## config.mk

```make
export PLATFORM = sky130hd
export DESIGN_NAME = link_selection_arbiter
export DESIGN_NICKNAME = d
export VERILOG_FILES = /design/src/hdl/lsa_pkg.sv /design/src/hdl/lsa_seq_unit.sv /design/src/hdl/lsa_slot_table.sv /design/src/hdl/link_selection_arbiter.sv
export SDC_FILE = /design/constraint.sdc
export NUM_CORES = 2
export LEC_CHECK = 0
export CORE_ASPECT_RATIO = 1.2
export CORE_MARGIN = 3
export CORE_UTILIZATION = 35
export DETAILED_ROUTE_END_ITERATION = 12
export DONT_BUFFER_PORTS = 1
export RECOVER_POWER = 100
export SYNTH_ARGS = -nofsm -noshare
export SYNTH_HDL_FRONTEND = slang
export SYNTH_SLANG_ARGS = --single-unit
```

## constraint.sdc

```tcl
create_clock -name clk -period 21.2 [get_ports clk]
set_clock_uncertainty 0.2 [all_clocks]
set_input_delay 2.12 -clock clk [delete_from_list [all_inputs] [get_ports clk]]
set_output_delay 2.12 -clock clk [all_outputs]
set_load 0.01 [all_outputs]
```

## src/hdl/lsa_pkg.sv

```systemverilog
`default_nettype none
package lsa_pkg;

	localparam int SLOTS = 16;
	localparam int IDX_W = 4;
	localparam int CNT_W = 5;

	// actions
	localparam logic [1:0] ACT_LOAD    = 2'd0;
	localparam logic [1:0] ACT_SELECT  = 2'd1;
	localparam logic [1:0] ACT_RELEASE = 2'd2;

	// selection modes
	localparam logic [1:0] MODE_FIRST    = 2'd0;
	localparam logic [1:0] MODE_RANDOM   = 2'd1;
	localparam logic [1:0] MODE_ROUND    = 2'd2;
	localparam logic [1:0] MODE_WEIGHTED = 2'd3;

	// status codes
	localparam logic [1:0] ST_OK        = 2'd0;
	localparam logic [1:0] ST_NO_LINK   = 2'd1;
	localparam logic [1:0] ST_UNDERFLOW = 2'd2;

	// configuration register indexes
	localparam logic REG_MODE    = 1'b0;
	localparam logic REG_MIN_PRI = 1'b1;

	// shared unit operations
	localparam logic OP_DIV = 1'b0;
	localparam logic OP_MUL = 1'b1;

	localparam logic [63:0] WEIGHT_LIMIT = 64'h7FFF_FFFF_FFFF_FFFF;
	localparam logic [15:0] FLOW_MAX     = 16'hFFFF;

	typedef struct packed {
		logic        valid;
		logic [7:0]  prio;
		logic [7:0]  active;
		logic [7:0]  stalled;
		logic        blocked;
		logic [31:0] bandwidth;
		logic [15:0] flows;
	} slot_t;

	typedef struct packed {
		logic             we_full;
		logic             we_flows;
		logic [IDX_W-1:0] idx;
		slot_t            data;
	} slot_wr_t;

	typedef struct packed {
		logic        start;
		logic        op;
		logic [63:0] a;
		logic [31:0] b;
	} unit_req_t;

	typedef struct packed {
		logic        done;
		logic [63:0] res;
		logic [31:0] rem;
	} unit_rsp_t;

endpackage
`default_nettype wire

```

## src/hdl/lsa_seq_unit.sv

```systemverilog
`default_nettype none
// Shared bit-serial unit: 64/32 restoring divide (64 steps) or
// 64x32 shift-add multiply (32 steps).
module lsa_seq_unit (
	input  wire logic              clk,
	input  wire logic              arst_n,
	input  wire lsa_pkg::unit_req_t req,
	output lsa_pkg::unit_rsp_t     rsp
);

	logic        busy_q;
	logic        op_q;
	logic [6:0]  cnt_q;
	logic [63:0] a_q;
	logic [63:0] m_q;
	logic [31:0] b_q;
	logic [31:0] r_q;
	logic        done_q;

	logic [32:0] shifted;
	logic [32:0] trial;
	logic        ge;
	logic        last;

	always_comb begin
		shifted = {r_q, a_q[63]};
		trial   = shifted - {1'b0, b_q};
		ge      = (shifted >= {1'b0, b_q});
		last    = (op_q == lsa_pkg::OP_DIV) ? (cnt_q == 7'd63) : (cnt_q == 7'd31);
	end

	// control
	always_ff @(posedge clk or negedge arst_n) begin
		if (!arst_n) begin
			busy_q <= 1'b0;
			done_q <= 1'b0;
			cnt_q  <= '0;
		end else begin
			done_q <= 1'b0;
			if (req.start) begin
				busy_q <= 1'b1;
				cnt_q  <= '0;
			end else if (busy_q) begin
				cnt_q <= cnt_q + 7'd1;
				if (last) begin
					busy_q <= 1'b0;
					done_q <= 1'b1;
				end
			end
		end
	end

	// datapath
	always_ff @(posedge clk) begin
		if (req.start) begin
			op_q <= req.op;
			b_q  <= req.b;
			r_q  <= '0;
			if (req.op == lsa_pkg::OP_DIV) begin
				a_q <= req.a;
				m_q <= '0;
			end else begin
				a_q <= '0;
				m_q <= req.a;
			end
		end else if (busy_q) begin
			if (op_q == lsa_pkg::OP_DIV) begin
				a_q <= {a_q[62:0], ge};
				r_q <= ge ? trial[31:0] : shifted[31:0];
			end else begin
				a_q <= {a_q[62:0], 1'b0} + (b_q[31] ? m_q : 64'd0);
				b_q <= {b_q[30:0], 1'b0};
			end
		end
	end

	assign rsp.done = done_q;
	assign rsp.res  = a_q;
	assign rsp.rem  = r_q;

endmodule
`default_nettype wire

```

## src/hdl/lsa_slot_table.sv

```systemverilog
`default_nettype none
// Link table: one write port, one read port at a sequencer-chosen slot.
module lsa_slot_table (
	input  wire logic                      clk,
	input  wire logic                      arst_n,
	input  wire lsa_pkg::slot_wr_t         wr,
	input  wire logic [lsa_pkg::IDX_W-1:0] rd_idx,
	output lsa_pkg::slot_t                 rd
);

	logic        valid_q   [lsa_pkg::SLOTS];
	logic [15:0] flows_q   [lsa_pkg::SLOTS];
	logic [7:0]  prio_q    [lsa_pkg::SLOTS];
	logic [7:0]  active_q  [lsa_pkg::SLOTS];
	logic [7:0]  stalled_q [lsa_pkg::SLOTS];
	logic        blocked_q [lsa_pkg::SLOTS];
	logic [31:0] bw_q      [lsa_pkg::SLOTS];

	// valid marks and flow counts reset to zero
	always_ff @(posedge clk or negedge arst_n) begin
		if (!arst_n) begin
			for (int i = 0; i < lsa_pkg::SLOTS; i++) begin
				valid_q[i] <= 1'b0;
				flows_q[i] <= '0;
			end
		end else if (wr.we_full) begin
			valid_q[wr.idx] <= wr.data.valid;
			flows_q[wr.idx] <= wr.data.flows;
		end else if (wr.we_flows) begin
			flows_q[wr.idx] <= wr.data.flows;
		end
	end

	// remaining fields, undefined until loaded
	always_ff @(posedge clk) begin
		if (wr.we_full) begin
			prio_q[wr.idx]    <= wr.data.prio;
			active_q[wr.idx]  <= wr.data.active;
			stalled_q[wr.idx] <= wr.data.stalled;
			blocked_q[wr.idx] <= wr.data.blocked;
			bw_q[wr.idx]      <= wr.data.bandwidth;
		end
	end

	always_comb begin
		rd.valid     = valid_q[rd_idx];
		rd.prio      = prio_q[rd_idx];
		rd.active    = active_q[rd_idx];
		rd.stalled   = stalled_q[rd_idx];
		rd.blocked   = blocked_q[rd_idx];
		rd.bandwidth = bw_q[rd_idx];
		rd.flows     = flows_q[rd_idx];
	end

endmodule
`default_nettype wire

```

## src/hdl/link_selection_arbiter.sv

```systemverilog
`default_nettype none
// Link selection arbiter.
// Command channel: an item is taken when start is high and busy is low.
// Each item gives one result, shown for one cycle with done high; the
// receiver cannot stall it. Configuration: cfg_valid/cfg_ready (always
// ready), cfg_index 0 = mode, 1 = minimum priority; write only when idle.
// Steps, start to done:
//   load writes the slot, release decrements its flow count, an unused action only answers.
//   select, first/random/round robin: a walk counting usable slots, a
//     modulo on the serial divider, then a search for the k-th usable
//     slot, then commit.
//   select, weighted: a walk over the 16 slots, a divide for the multiplier,
//     then per usable slot a 32-step multiply and 64-step divide on the same
//     shared unit, then commit.
// The serial divide/multiply unit is shared by these steps; one item is
// in flight at a time. busy drops in the cycle done is shown.
// Reset clears valid marks, flow counts, the round-robin counter and the
// registers; the other slot fields are undefined until loaded.
module link_selection_arbiter (
	input  wire logic        clk,
	input  wire logic        arst_n,
	input  wire logic        start,
	output logic             busy,
	input  wire logic [1:0]  action,
	input  wire logic [3:0]  entry_index,
	input  wire logic        entry_present,
	input  wire logic [7:0]  priority_in,
	input  wire logic [7:0]  active_in,
	input  wire logic [7:0]  stalled_in,
	input  wire logic        no_transmit_in,
	input  wire logic [31:0] bandwidth_in,
	input  wire logic [15:0] flows_in,
	input  wire logic [31:0] random_value,
	input  wire logic        commit,
	output logic             done,
	output logic             found,
	output logic [3:0]       chosen_index,
	output logic [1:0]       status,
	input  wire logic        cfg_valid,
	output logic             cfg_ready,
	input  wire logic        cfg_index,
	input  wire logic [7:0]  cfg_data
);

	localparam logic [3:0] S_IDLE = 4'd0;
	localparam logic [3:0] S_REL  = 4'd1;
	localparam logic [3:0] S_P1   = 4'd2;
	localparam logic [3:0] S_KDIV = 4'd3;
	localparam logic [3:0] S_P2   = 4'd4;
	localparam logic [3:0] S_MDIV = 4'd5;
	localparam logic [3:0] S_WRD  = 4'd6;
	localparam logic [3:0] S_WMUL = 4'd7;
	localparam logic [3:0] S_WDIV = 4'd8;
	localparam logic [3:0] S_CMT  = 4'd9;

	localparam logic [lsa_pkg::IDX_W-1:0] LAST = lsa_pkg::IDX_W'(lsa_pkg::SLOTS - 1);

	logic [3:0]                state_q;
	logic [1:0]                mode_q;
	logic [7:0]                min_pri_q;
	logic [31:0]               turn_q;
	logic [lsa_pkg::IDX_W-1:0] ptr_q;
	logic [lsa_pkg::IDX_W-1:0] idx_q;
	logic [lsa_pkg::IDX_W-1:0] sel_q;
	logic [lsa_pkg::CNT_W-1:0] cnt_q;
	logic [lsa_pkg::CNT_W-1:0] k_q;
	logic [31:0]               key_q;
	logic                      commit_q;
	logic                      any_q;
	logic                      unk_q;
	logic                      first_q;
	logic [15:0]               best_flows_q;
	logic [31:0]               best_bw_q;
	logic [31:0]               max_bw_q;
	logic [62:0]               mult_q;
	logic [62:0]               best_score_q;
	logic                      done_q;
	logic                      found_q;
	logic [3:0]                chosen_q;
	logic [1:0]                status_q;

	lsa_pkg::slot_t            rd;
	lsa_pkg::slot_wr_t         wr;
	lsa_pkg::unit_req_t        ureq;
	lsa_pkg::unit_rsp_t        ursp;
	logic [lsa_pkg::IDX_W-1:0] rd_idx;

	logic                      use_ok;
	logic [lsa_pkg::CNT_W-1:0] cnt_nx;
	logic                      better;
	logic [62:0]               score;
	logic                      score_win;

	lsa_slot_table u_table (
		.clk    (clk),
		.arst_n (arst_n),
		.wr     (wr),
		.rd_idx (rd_idx),
		.rd     (rd)
	);

	lsa_seq_unit u_unit (
		.clk    (clk),
		.arst_n (arst_n),
		.req    (ureq),
		.rsp    (ursp)
	);

	// read address
	always_comb begin
		unique case (state_q)
			S_REL:   rd_idx = idx_q;
			S_CMT:   rd_idx = sel_q;
			default: rd_idx = ptr_q;
		endcase
	end

	// slot evaluation
	always_comb begin
		use_ok = rd.valid && !rd.blocked && (rd.prio >= min_pri_q) &&
			((rd.active != 8'd0) || (rd.stalled == 8'd0));
		cnt_nx = cnt_q + lsa_pkg::CNT_W'(use_ok);
		better = !any_q || (rd.flows < best_flows_q) ||
			((rd.flows == best_flows_q) && (rd.bandwidth > best_bw_q));
		score     = ursp.res[62:0];
		score_win = first_q || (score > best_score_q) ||
			((score == best_score_q) && (rd.bandwidth > best_bw_q));
	end

	// shared unit requests
	always_comb begin
		ureq = '0;
		unique case (state_q)
			S_P1: begin
				if (ptr_q == LAST) begin
					if (mode_q != lsa_pkg::MODE_WEIGHTED) begin
						ureq.start = (cnt_nx != '0);
						ureq.op    = lsa_pkg::OP_DIV;
						ureq.a     = {32'd0, key_q};
						ureq.b     = 32'(cnt_nx);
					end else begin
						ureq.start = (any_q || use_ok) && !unk_q &&
							!(use_ok && rd.bandwidth == 32'd0);
						ureq.op    = lsa_pkg::OP_DIV;
						ureq.a     = lsa_pkg::WEIGHT_LIMIT;
						ureq.b     = (use_ok && rd.bandwidth > max_bw_q) ?
							rd.bandwidth : max_bw_q;
					end
				end
			end
			S_WRD: begin
				ureq.start = use_ok;
				ureq.op    = lsa_pkg::OP_MUL;
				ureq.a     = {1'b0, mult_q};
				ureq.b     = rd.bandwidth;
			end
			S_WMUL: begin
				ureq.start = ursp.done;
				ureq.op    = lsa_pkg::OP_DIV;
				ureq.a     = ursp.res;
				ureq.b     = 32'(rd.flows) + 32'd1;
			end
			default: ureq = '0;
		endcase
	end

	// table writes
	always_comb begin
		wr                = '0;
		wr.idx            = entry_index;
		wr.data.valid     = entry_present;
		wr.data.prio      = priority_in;
		wr.data.active    = active_in;
		wr.data.stalled   = stalled_in;
		wr.data.blocked   = no_transmit_in;
		wr.data.bandwidth = bandwidth_in;
		wr.data.flows     = flows_in;
		if (state_q == S_IDLE) begin
			wr.we_full = start && (action == lsa_pkg::ACT_LOAD);
		end else if (state_q == S_REL) begin
			wr.idx        = idx_q;
			wr.we_flows   = (rd.flows != 16'd0);
			wr.data.flows = rd.flows - 16'd1;
		end else if (state_q == S_CMT) begin
			wr.idx        = sel_q;
			wr.we_flows   = commit_q && (rd.flows != lsa_pkg::FLOW_MAX);
			wr.data.flows = rd.flows + 16'd1;
		end
	end

	// configuration registers
	always_ff @(posedge clk or negedge arst_n) begin
		if (!arst_n) begin
			mode_q    <= lsa_pkg::MODE_FIRST;
			min_pri_q <= '0;
		end else if (cfg_valid) begin
			unique case (cfg_index)
				lsa_pkg::REG_MODE:    mode_q    <= cfg_data[1:0];
				lsa_pkg::REG_MIN_PRI: min_pri_q <= cfg_data;
				default:              ;
			endcase
		end
	end

	// sequencer
	always_ff @(posedge clk or negedge arst_n) begin
		if (!arst_n) begin
			state_q  <= S_IDLE;
			turn_q   <= '0;
			done_q   <= 1'b0;
			found_q  <= 1'b0;
			chosen_q <= '0;
			status_q <= lsa_pkg::ST_OK;
		end else begin
			done_q <= 1'b0;
			unique case (state_q)
				S_IDLE: begin
					if (start) begin
						idx_q    <= entry_index;
						commit_q <= commit;
						ptr_q    <= '0;
						cnt_q    <= '0;
						any_q    <= 1'b0;
						unk_q    <= 1'b0;
						max_bw_q <= '0;
						found_q  <= 1'b0;
						chosen_q <= '0;
						status_q <= lsa_pkg::ST_OK;
						unique case (action)
							lsa_pkg::ACT_RELEASE: state_q <= S_REL;
							lsa_pkg::ACT_SELECT: begin
								state_q <= S_P1;
								unique case (mode_q)
									lsa_pkg::MODE_FIRST:  key_q <= '0;
									lsa_pkg::MODE_RANDOM: key_q <= random_value;
									lsa_pkg::MODE_ROUND: begin
										key_q  <= turn_q;
										turn_q <= turn_q + 32'd1;
									end
									default:              key_q <= '0;
								endcase
							end
							default: done_q <= 1'b1;
						endcase
					end
				end
				S_REL: begin
					if (rd.flows == 16'd0)
						status_q <= lsa_pkg::ST_UNDERFLOW;
					done_q  <= 1'b1;
					state_q <= S_IDLE;
				end
				S_P1: begin
					cnt_q <= cnt_nx;
					if (use_ok) begin
						any_q <= 1'b1;
						if (better) begin
							best_flows_q <= rd.flows;
							best_bw_q    <= rd.bandwidth;
							sel_q        <= ptr_q;
						end
						if (rd.bandwidth == 32'd0)
							unk_q <= 1'b1;
						if (rd.bandwidth > max_bw_q)
							max_bw_q <= rd.bandwidth;
					end
					ptr_q <= ptr_q + 1'b1;
					if (ptr_q == LAST) begin
						if (ureq.start) begin
							state_q <= (mode_q == lsa_pkg::MODE_WEIGHTED) ? S_MDIV : S_KDIV;
						end else if (mode_q == lsa_pkg::MODE_WEIGHTED && (any_q || use_ok)) begin
							state_q <= S_CMT;
						end else begin
							status_q <= lsa_pkg::ST_NO_LINK;
							done_q   <= 1'b1;
							state_q  <= S_IDLE;
						end
					end
				end
				S_KDIV: begin
					if (ursp.done) begin
						k_q     <= ursp.rem[lsa_pkg::CNT_W-1:0];
						cnt_q   <= '0;
						ptr_q   <= '0;
						state_q <= S_P2;
					end
				end
				S_P2: begin
					ptr_q <= ptr_q + 1'b1;
					if (use_ok) begin
						cnt_q <= cnt_nx;
						if (cnt_q == k_q) begin
							sel_q   <= ptr_q;
							state_q <= S_CMT;
						end
					end
				end
				S_MDIV: begin
					if (ursp.done) begin
						mult_q  <= ursp.res[62:0];
						ptr_q   <= '0;
						first_q <= 1'b1;
						state_q <= S_WRD;
					end
				end
				S_WRD: begin
					if (use_ok) begin
						state_q <= S_WMUL;
					end else if (ptr_q == LAST) begin
						state_q <= S_CMT;
					end else begin
						ptr_q <= ptr_q + 1'b1;
					end
				end
				S_WMUL: begin
					if (ursp.done)
						state_q <= S_WDIV;
				end
				S_WDIV: begin
					if (ursp.done) begin
						if (score_win) begin
							best_score_q <= score;
							best_bw_q    <= rd.bandwidth;
							sel_q        <= ptr_q;
						end
						first_q <= 1'b0;
						if (ptr_q == LAST) begin
							state_q <= S_CMT;
						end else begin
							ptr_q   <= ptr_q + 1'b1;
							state_q <= S_WRD;
						end
					end
				end
				S_CMT: begin
					found_q  <= 1'b1;
					chosen_q <= 4'(sel_q);
					done_q   <= 1'b1;
					state_q  <= S_IDLE;
				end
				default: state_q <= S_IDLE;
			endcase
		end
	end

	assign busy         = (state_q != S_IDLE);
	assign cfg_ready    = 1'b1;
	assign done         = done_q;
	assign found        = found_q;
	assign chosen_index = chosen_q;
	assign status       = status_q;

endmodule
`default_nettype wire

```

# == After elaboration in Yosys (flattened, before gate mapping) ==
# Memory sizes are Yosys's and may differ from the RTL's.
# Index checks and enable logic that the tools add are counted.
# totals
output_inout_bits,10
elab_cells,313
mem_count,5
reg_bits,792
ramBits,912
in_bits,126
# memory_table
memory,depth,width,read_ports,rd_ports_with_merged_regs,write_ports,line,source
u_table.bw_q,16,32,1,0,1,lsa_slot_table.sv:17,logic [31:0] bw_q [lsa_pkg::SLOTS];
u_table.active_q,16,8,1,0,1,lsa_slot_table.sv:14,logic [7:0] active_q [lsa_pkg::SLOTS];
u_table.prio_q,16,8,1,0,1,lsa_slot_table.sv:13,logic [7:0] prio_q [lsa_pkg::SLOTS];
u_table.stalled_q,16,8,1,0,1,lsa_slot_table.sv:15,logic [7:0] stalled_q [lsa_pkg::SLOTS];
u_table.blocked_q,16,1,1,0,1,lsa_slot_table.sv:16,logic blocked_q [lsa_pkg::SLOTS];
# classes
n_addsub,9
n_mux,112
magnitude_cmp,9
n_eq_ne,42
n_reduce_logical,69
bitwise,4
# ops
op,n
$mux 256,2
$mux 32,12
$mux 64,5
$pmux 98 s3,1
$bwmux 256,1
$mux 98,2
$pmux 32 s2,3
$mux 16,6
$mux 4,24
$add 64x64->64,1
$bmux 16 s4,1
$demux 16 s4,1
$gt 32x32->1,2
$eq 63x63->1,1
$gt 63x63->1,1
$ge 33x32->1,1
$add 32x1->32 const B,1
$logic_not 32->1,1
$pmux 4 s8,1
$sub 32x32->32,1
$mux 5,6
$ne 2x2->1 const B,13
$mux 1,24
$pmux 4 s2,3
other kinds (59),131

# == Longest topological paths before layout ==
# depth
ltp_word,19
depth_mapped,38
depth_no_buf,28

# == By module ==
# A second synthesis with hierarchy kept.
# hier_totals
cells_unflattened,5405
area_unflattened_um2,78809.3
# by_module_without_submodules
mod,area_each_um2,instances,cells_per_inst
lsa_slot_table,46301.9,1,2163
link_selection_arbiter,18136.1,1,1675
lsa_seq_unit,14371.3,1,1567

# == Least setup slack after synthesis ==
# OpenSTA, ideal clock, no wires.
# synth_path
path_type,reg-to-reg
startpoint,reg state_q[1]
endpoint,reg best_score_q[0] (enable)
t_arrival_ns,9.076
stages_incl_launch_ff,17
synth_period_minus_slack_ns,9.851
n_path_buf,5
setup_slack_ns,11.349
required_time_ns,20.425
cell_sequence,dfrtp_1 -> nor3b_4 -> mux2i_1 -> buf_2 -> buf_1 -> buf_2 -> clkbuf_1 -> clkbuf_1 -> mux2i_1 -> ha_1 -> nand4_1 -> nor4_1 -> o221ai_1 -> or3b_2 -> a21oi_1 -> o21bai_1 -> nor3b_1
# synth_lines
item,line,source
"start, declared",link_selection_arbiter.sv:58,logic [3:0] state_q;
"start signal, assigned",link_selection_arbiter.sv:270,state_q <= (mode_q == lsa_pkg::MODE_WEIGHTED) ? S_MDIV : S_KDIV;
"end signal, assigned",link_selection_arbiter.sv:322,best_score_q <= score;
"end, declared",link_selection_arbiter.sv:76,logic [62:0] best_score_q;

==> summary.md <==
| Metric | Value |
|---|---|
| Placed wire-length estimate | `135 mm` |
| Gpl congestion | `0.885` |
| Postcts setup bufs | `0` |
| Ys flop type | `edfxtp_1` |
| Clock tree buffer depth | `3` |
| Most frequent cells in the layout | `edfxtp_1 (1337), nand2_1 (629), o21ai_0 (413)` |
| Synth cell types | `90` |
| H-tree levels | `4` |
| Routed len/inst | `about 23 µm` |
| Nets | `6648` |
| Fillers | `21004` |
| Final setup viols | `0` |
| Maximum VDD drop | `0.109 mV` |
| GRT Residual Overflow | `0` |
| Ratio of cells with drive above 1 in the final layout | `about 8.7%` |
| Multiplexer area fraction after synthesis | `5.51%` |
| Crit-path max FO | `90` |
| Post-synthesis compound-gate area fraction | `11.8%` |
| Initial Util | `35.3%` |
| Mapped Avg Cell Area | `between 10 and 15 µm²` |
| Crit path buffers/inverters | `7` |
| Worst EP required | `21.70 ns` |
| I/O Buffers | `0` |
| CP max-delay cell | `clkbuf_1` |
| Xor/xnor share of the synthesized area | `under 10%` |
| GR Util met1 | `22.3%` |
| First-pass GRT wire length | `323 mm` |
| Startpoint types | `register` |
| CTS buffer count | `around 180` |
| RSZ-0062 raised after global routing | `no` |
| # IOs | `136` |
| Max-cap violations | `41` |
| Synth Cell Area | `slightly below 80000 µm²` |
| Worst Path Class, Setup | `reg2reg` |
| Hold Buf Count CTS | `0` |
| Post-synthesis async set-or-reset flop share | `19.7%` |
| Area delta synth->final | `11.1%` |
| GRT busiest layer | `met2` |
| Pwr dens | `~140 nW/µm²` |
| Max-slew headroom | `-328%` |
| Die Y | `525 µm` |
| Cts repair resizes | `0` |
| Tot GR Track Use | `18.2%` |
| Outcome | `finished with violations` |
| Final min period | `15.13 ns` |
| FMAX | `~0.066 GHz` |
| Drt initial violations | `4015` |
| CP arrival | `15.64 ns` |
| Vias in the first global route | `51293` |
| Clock latency on the worst-skew pair | `0.84 ns` |
| Main combinational cell family by area after synthesis | `compound AO/OA/AOI/OAI gates` |
| Wirelength, routed | `214 mm` |
| Simple-gate share of the synthesized area | `11.1%` |
| Root buffer cell | `clkbuf_16` |
| Crit-path cells | `clkbuf_1 > mux2_1 > mux2i_4 > buf_4 > clkbuf_1 > nand2_1 > buf_4 > nor2_1 > o31ai_1 > a211o_1 > inv_1 > ha_1 > nand4_1 > nand2_1 > nand4_1 > o31a_1 > clkbuf_1 > o21ai_2 > clkbuf_1 > mux2_2` |
| Pre-antenna DRT Iters | `6` |
| Via count | `51175` |
| Die Area | `230000 µm²` |
| Failing checks | `max-capacitance violations, max-slew violations` |
| Final period utilization | `just over 70%` |
| Number of max-slew violations in the final report | `1626` |
| Rows | `189` |
| Core box area | `222000 µm²` |
| CP peak stage delay | `4.49 ns` |
| Post-route ant nets | `0` |
| Register area share after synthesis | `62.7%` |
| CTS sink count | `1704` |
| Final hold viol count | `0` |
| Most common cell after layout, fill and taps aside | `edfxtp_1` |
| Yosys warnings | `0` |
| Dpl cells | `9044` |
| Worst Setup End Kind | `register` |
| Post-Syn Instances | `between 6000 and 7000` |
| Pleak | `32.1 nW` |
| TNS Setup | `0 ns` |
| Family with the most delay on the worst path | `buffers and inverters` |
| Chip Width | `438 µm` |
| GR Layer Usage met3 | `under 10%` |
| Tightest Hold Check Type | `reg2reg` |
| EDFF count, synth | `1337` |
| CTS tree | `built` |
| Remaining DRCs | `0` |
| Adder-cell share of the synthesized area | `4.17%` |
| Worst-margin pin slew | `6.42 ns` |
| Final non-filler cell total | `9376` |
| Drt via density | `5.46` |
| Largest net degree at the start of global routing | `344` |
| Reg clk slew, reported paths | `0.07 ns` |
| Met2 Use GR | `31.6%` |
| Seq cells post-synth | `about 1700` |
| Most frequent CP cell | `clkbuf_1` |
| Syn_nets | `approximately 6700` |
| Initial antenna violation count | `12` |
## registers in the layout, summed over array words and instances, names as in the netlist, 32 cells and up
name	count
u_unit.m_q	64
u_table.stalled_q	128
u_table.prio_q	128
best_score_q	63
max_bw_q	32
u_table.active_q	128
u_table.flows_q	256
turn_q	32
u_unit.b_q	32
u_unit.r_q	32
u_unit.a_q	64
u_table.bw_q	512
mult_q	63
best_bw_q	32
key_q	32
## power by group
part	internal, mW	switching, mW
Clock	1.72	1.33
Combinational	1.84	3.19
Sequential	4.15	0.329
## per-stage QoR
stage	cell area, µm²	hold WS (ns)	utilization [%]	power (mW)	setup WS (ns)
3_3_place_gp	81800	0.240	36.9	9.45	11.36
6_report	87200	0.269	39.3	12.6	6.07
3_5_place_dp	81800	0.259	36.9	9.54	11.30
2_1_floorplan	78500	0.224	-	7.96	11.35
4_1_cts	87500	0.266	39.4	12.6	11.26
5_1_grt	87200	0.294	39.3	13.3	5.34
## path summary, 6_finish.rpt
check,from,endpoint,slack (ns),cells past startpoint
hold / removal,u_unit.r_q[31]$_SDFFE_PN0P_,u_unit.r_q[31]$_SDFFE_PN0P_,0.27,2
max in group asynchronous,arst_n,turn_q[25]$_DFFE_PN0P_,18.45,0
min in group asynchronous,arst_n,u_table.flows_q[94]$_DFFE_PN0P_,0.84,0
setup / recovery,state_q[3]$_DFFE_PN0P_,u_table.flows_q[46]$_DFFE_PN0P_,6.07,20
setup reg to reg,state_q[3]$_DFFE_PN0P_,u_table.flows_q[46]$_DFFE_PN0P_,6.07,20
hold reg to reg,u_unit.r_q[31]$_SDFFE_PN0P_,u_unit.r_q[31]$_SDFFE_PN0P_,0.27,2
## tightest hold or removal path: stages (launching register included)
cell,delay [ns]
dfxtp_1,0.31
nand2_1,0.05
a21oi_1,0.05
## synth_stat cells, types with 66 or more instances
cell,number,area share (%)
nand3_1,167,1.1
a211oi_1,109,1.0
o22ai_1,70,0.56
nor4_1,66,0.53
nor2_1,397,1.9
and2_1,155,1.2
dfrtp_1,335,11
ha_1,258,4.1
a21o_1,116,1.1
mux2i_1,170,2.2
nor3_1,97,0.62
edfxtp_1,1337,51
nand4_1,73,0.58
xnor2_1,98,1.1
nand2_1,630,3.0
a21oi_1,292,1.9
inv_1,239,1.1
o21ai_0,400,2.6
mux2_2,116,1.7
clkbuf_1,246,1.2
## routing by layer
| metal | up-vias | routed length, µm | share of wire, % |
|---|---|---|---|
| met1 | 25663 | 85900 | 40 |
| met2 | 1489 | 107000 | 50 |
| met3 | 425 | 12700 | 6.0 |
| met4 | 6 | 8520 | 4.0 |
| li1 | 23592 | - | - |
| met5 | - | 28 | 0.013 |
## cells by family after synthesis
group | count (synthesis)
xor gates and xnor gates | 153
other | 2
muxes | 346
adders and majority gates | 260
DFF | 1704
and+or+nand+nor | 1838
AOI/OAI and AO/OA | 1429
buffers and inverters | 596
## area by class of cell
class | instances | area, µm² | area share, %
antenna | 8 | 20.0 | 0.0230
clock inverter | 81 | 843 | 0.967
timing repair buffer | 113 | 653 | 0.749
multi-input combinational | 4028 | 27100 | 31.0
sequential | 1704 | 49200 | 56.4
inverter | 240 | 906 | 1.04
clock buffer | 242 | 4830 | 5.54
tap | 2960 | 3700 | 4.25
No activity file was read; power rests on OpenSTA's default activity.
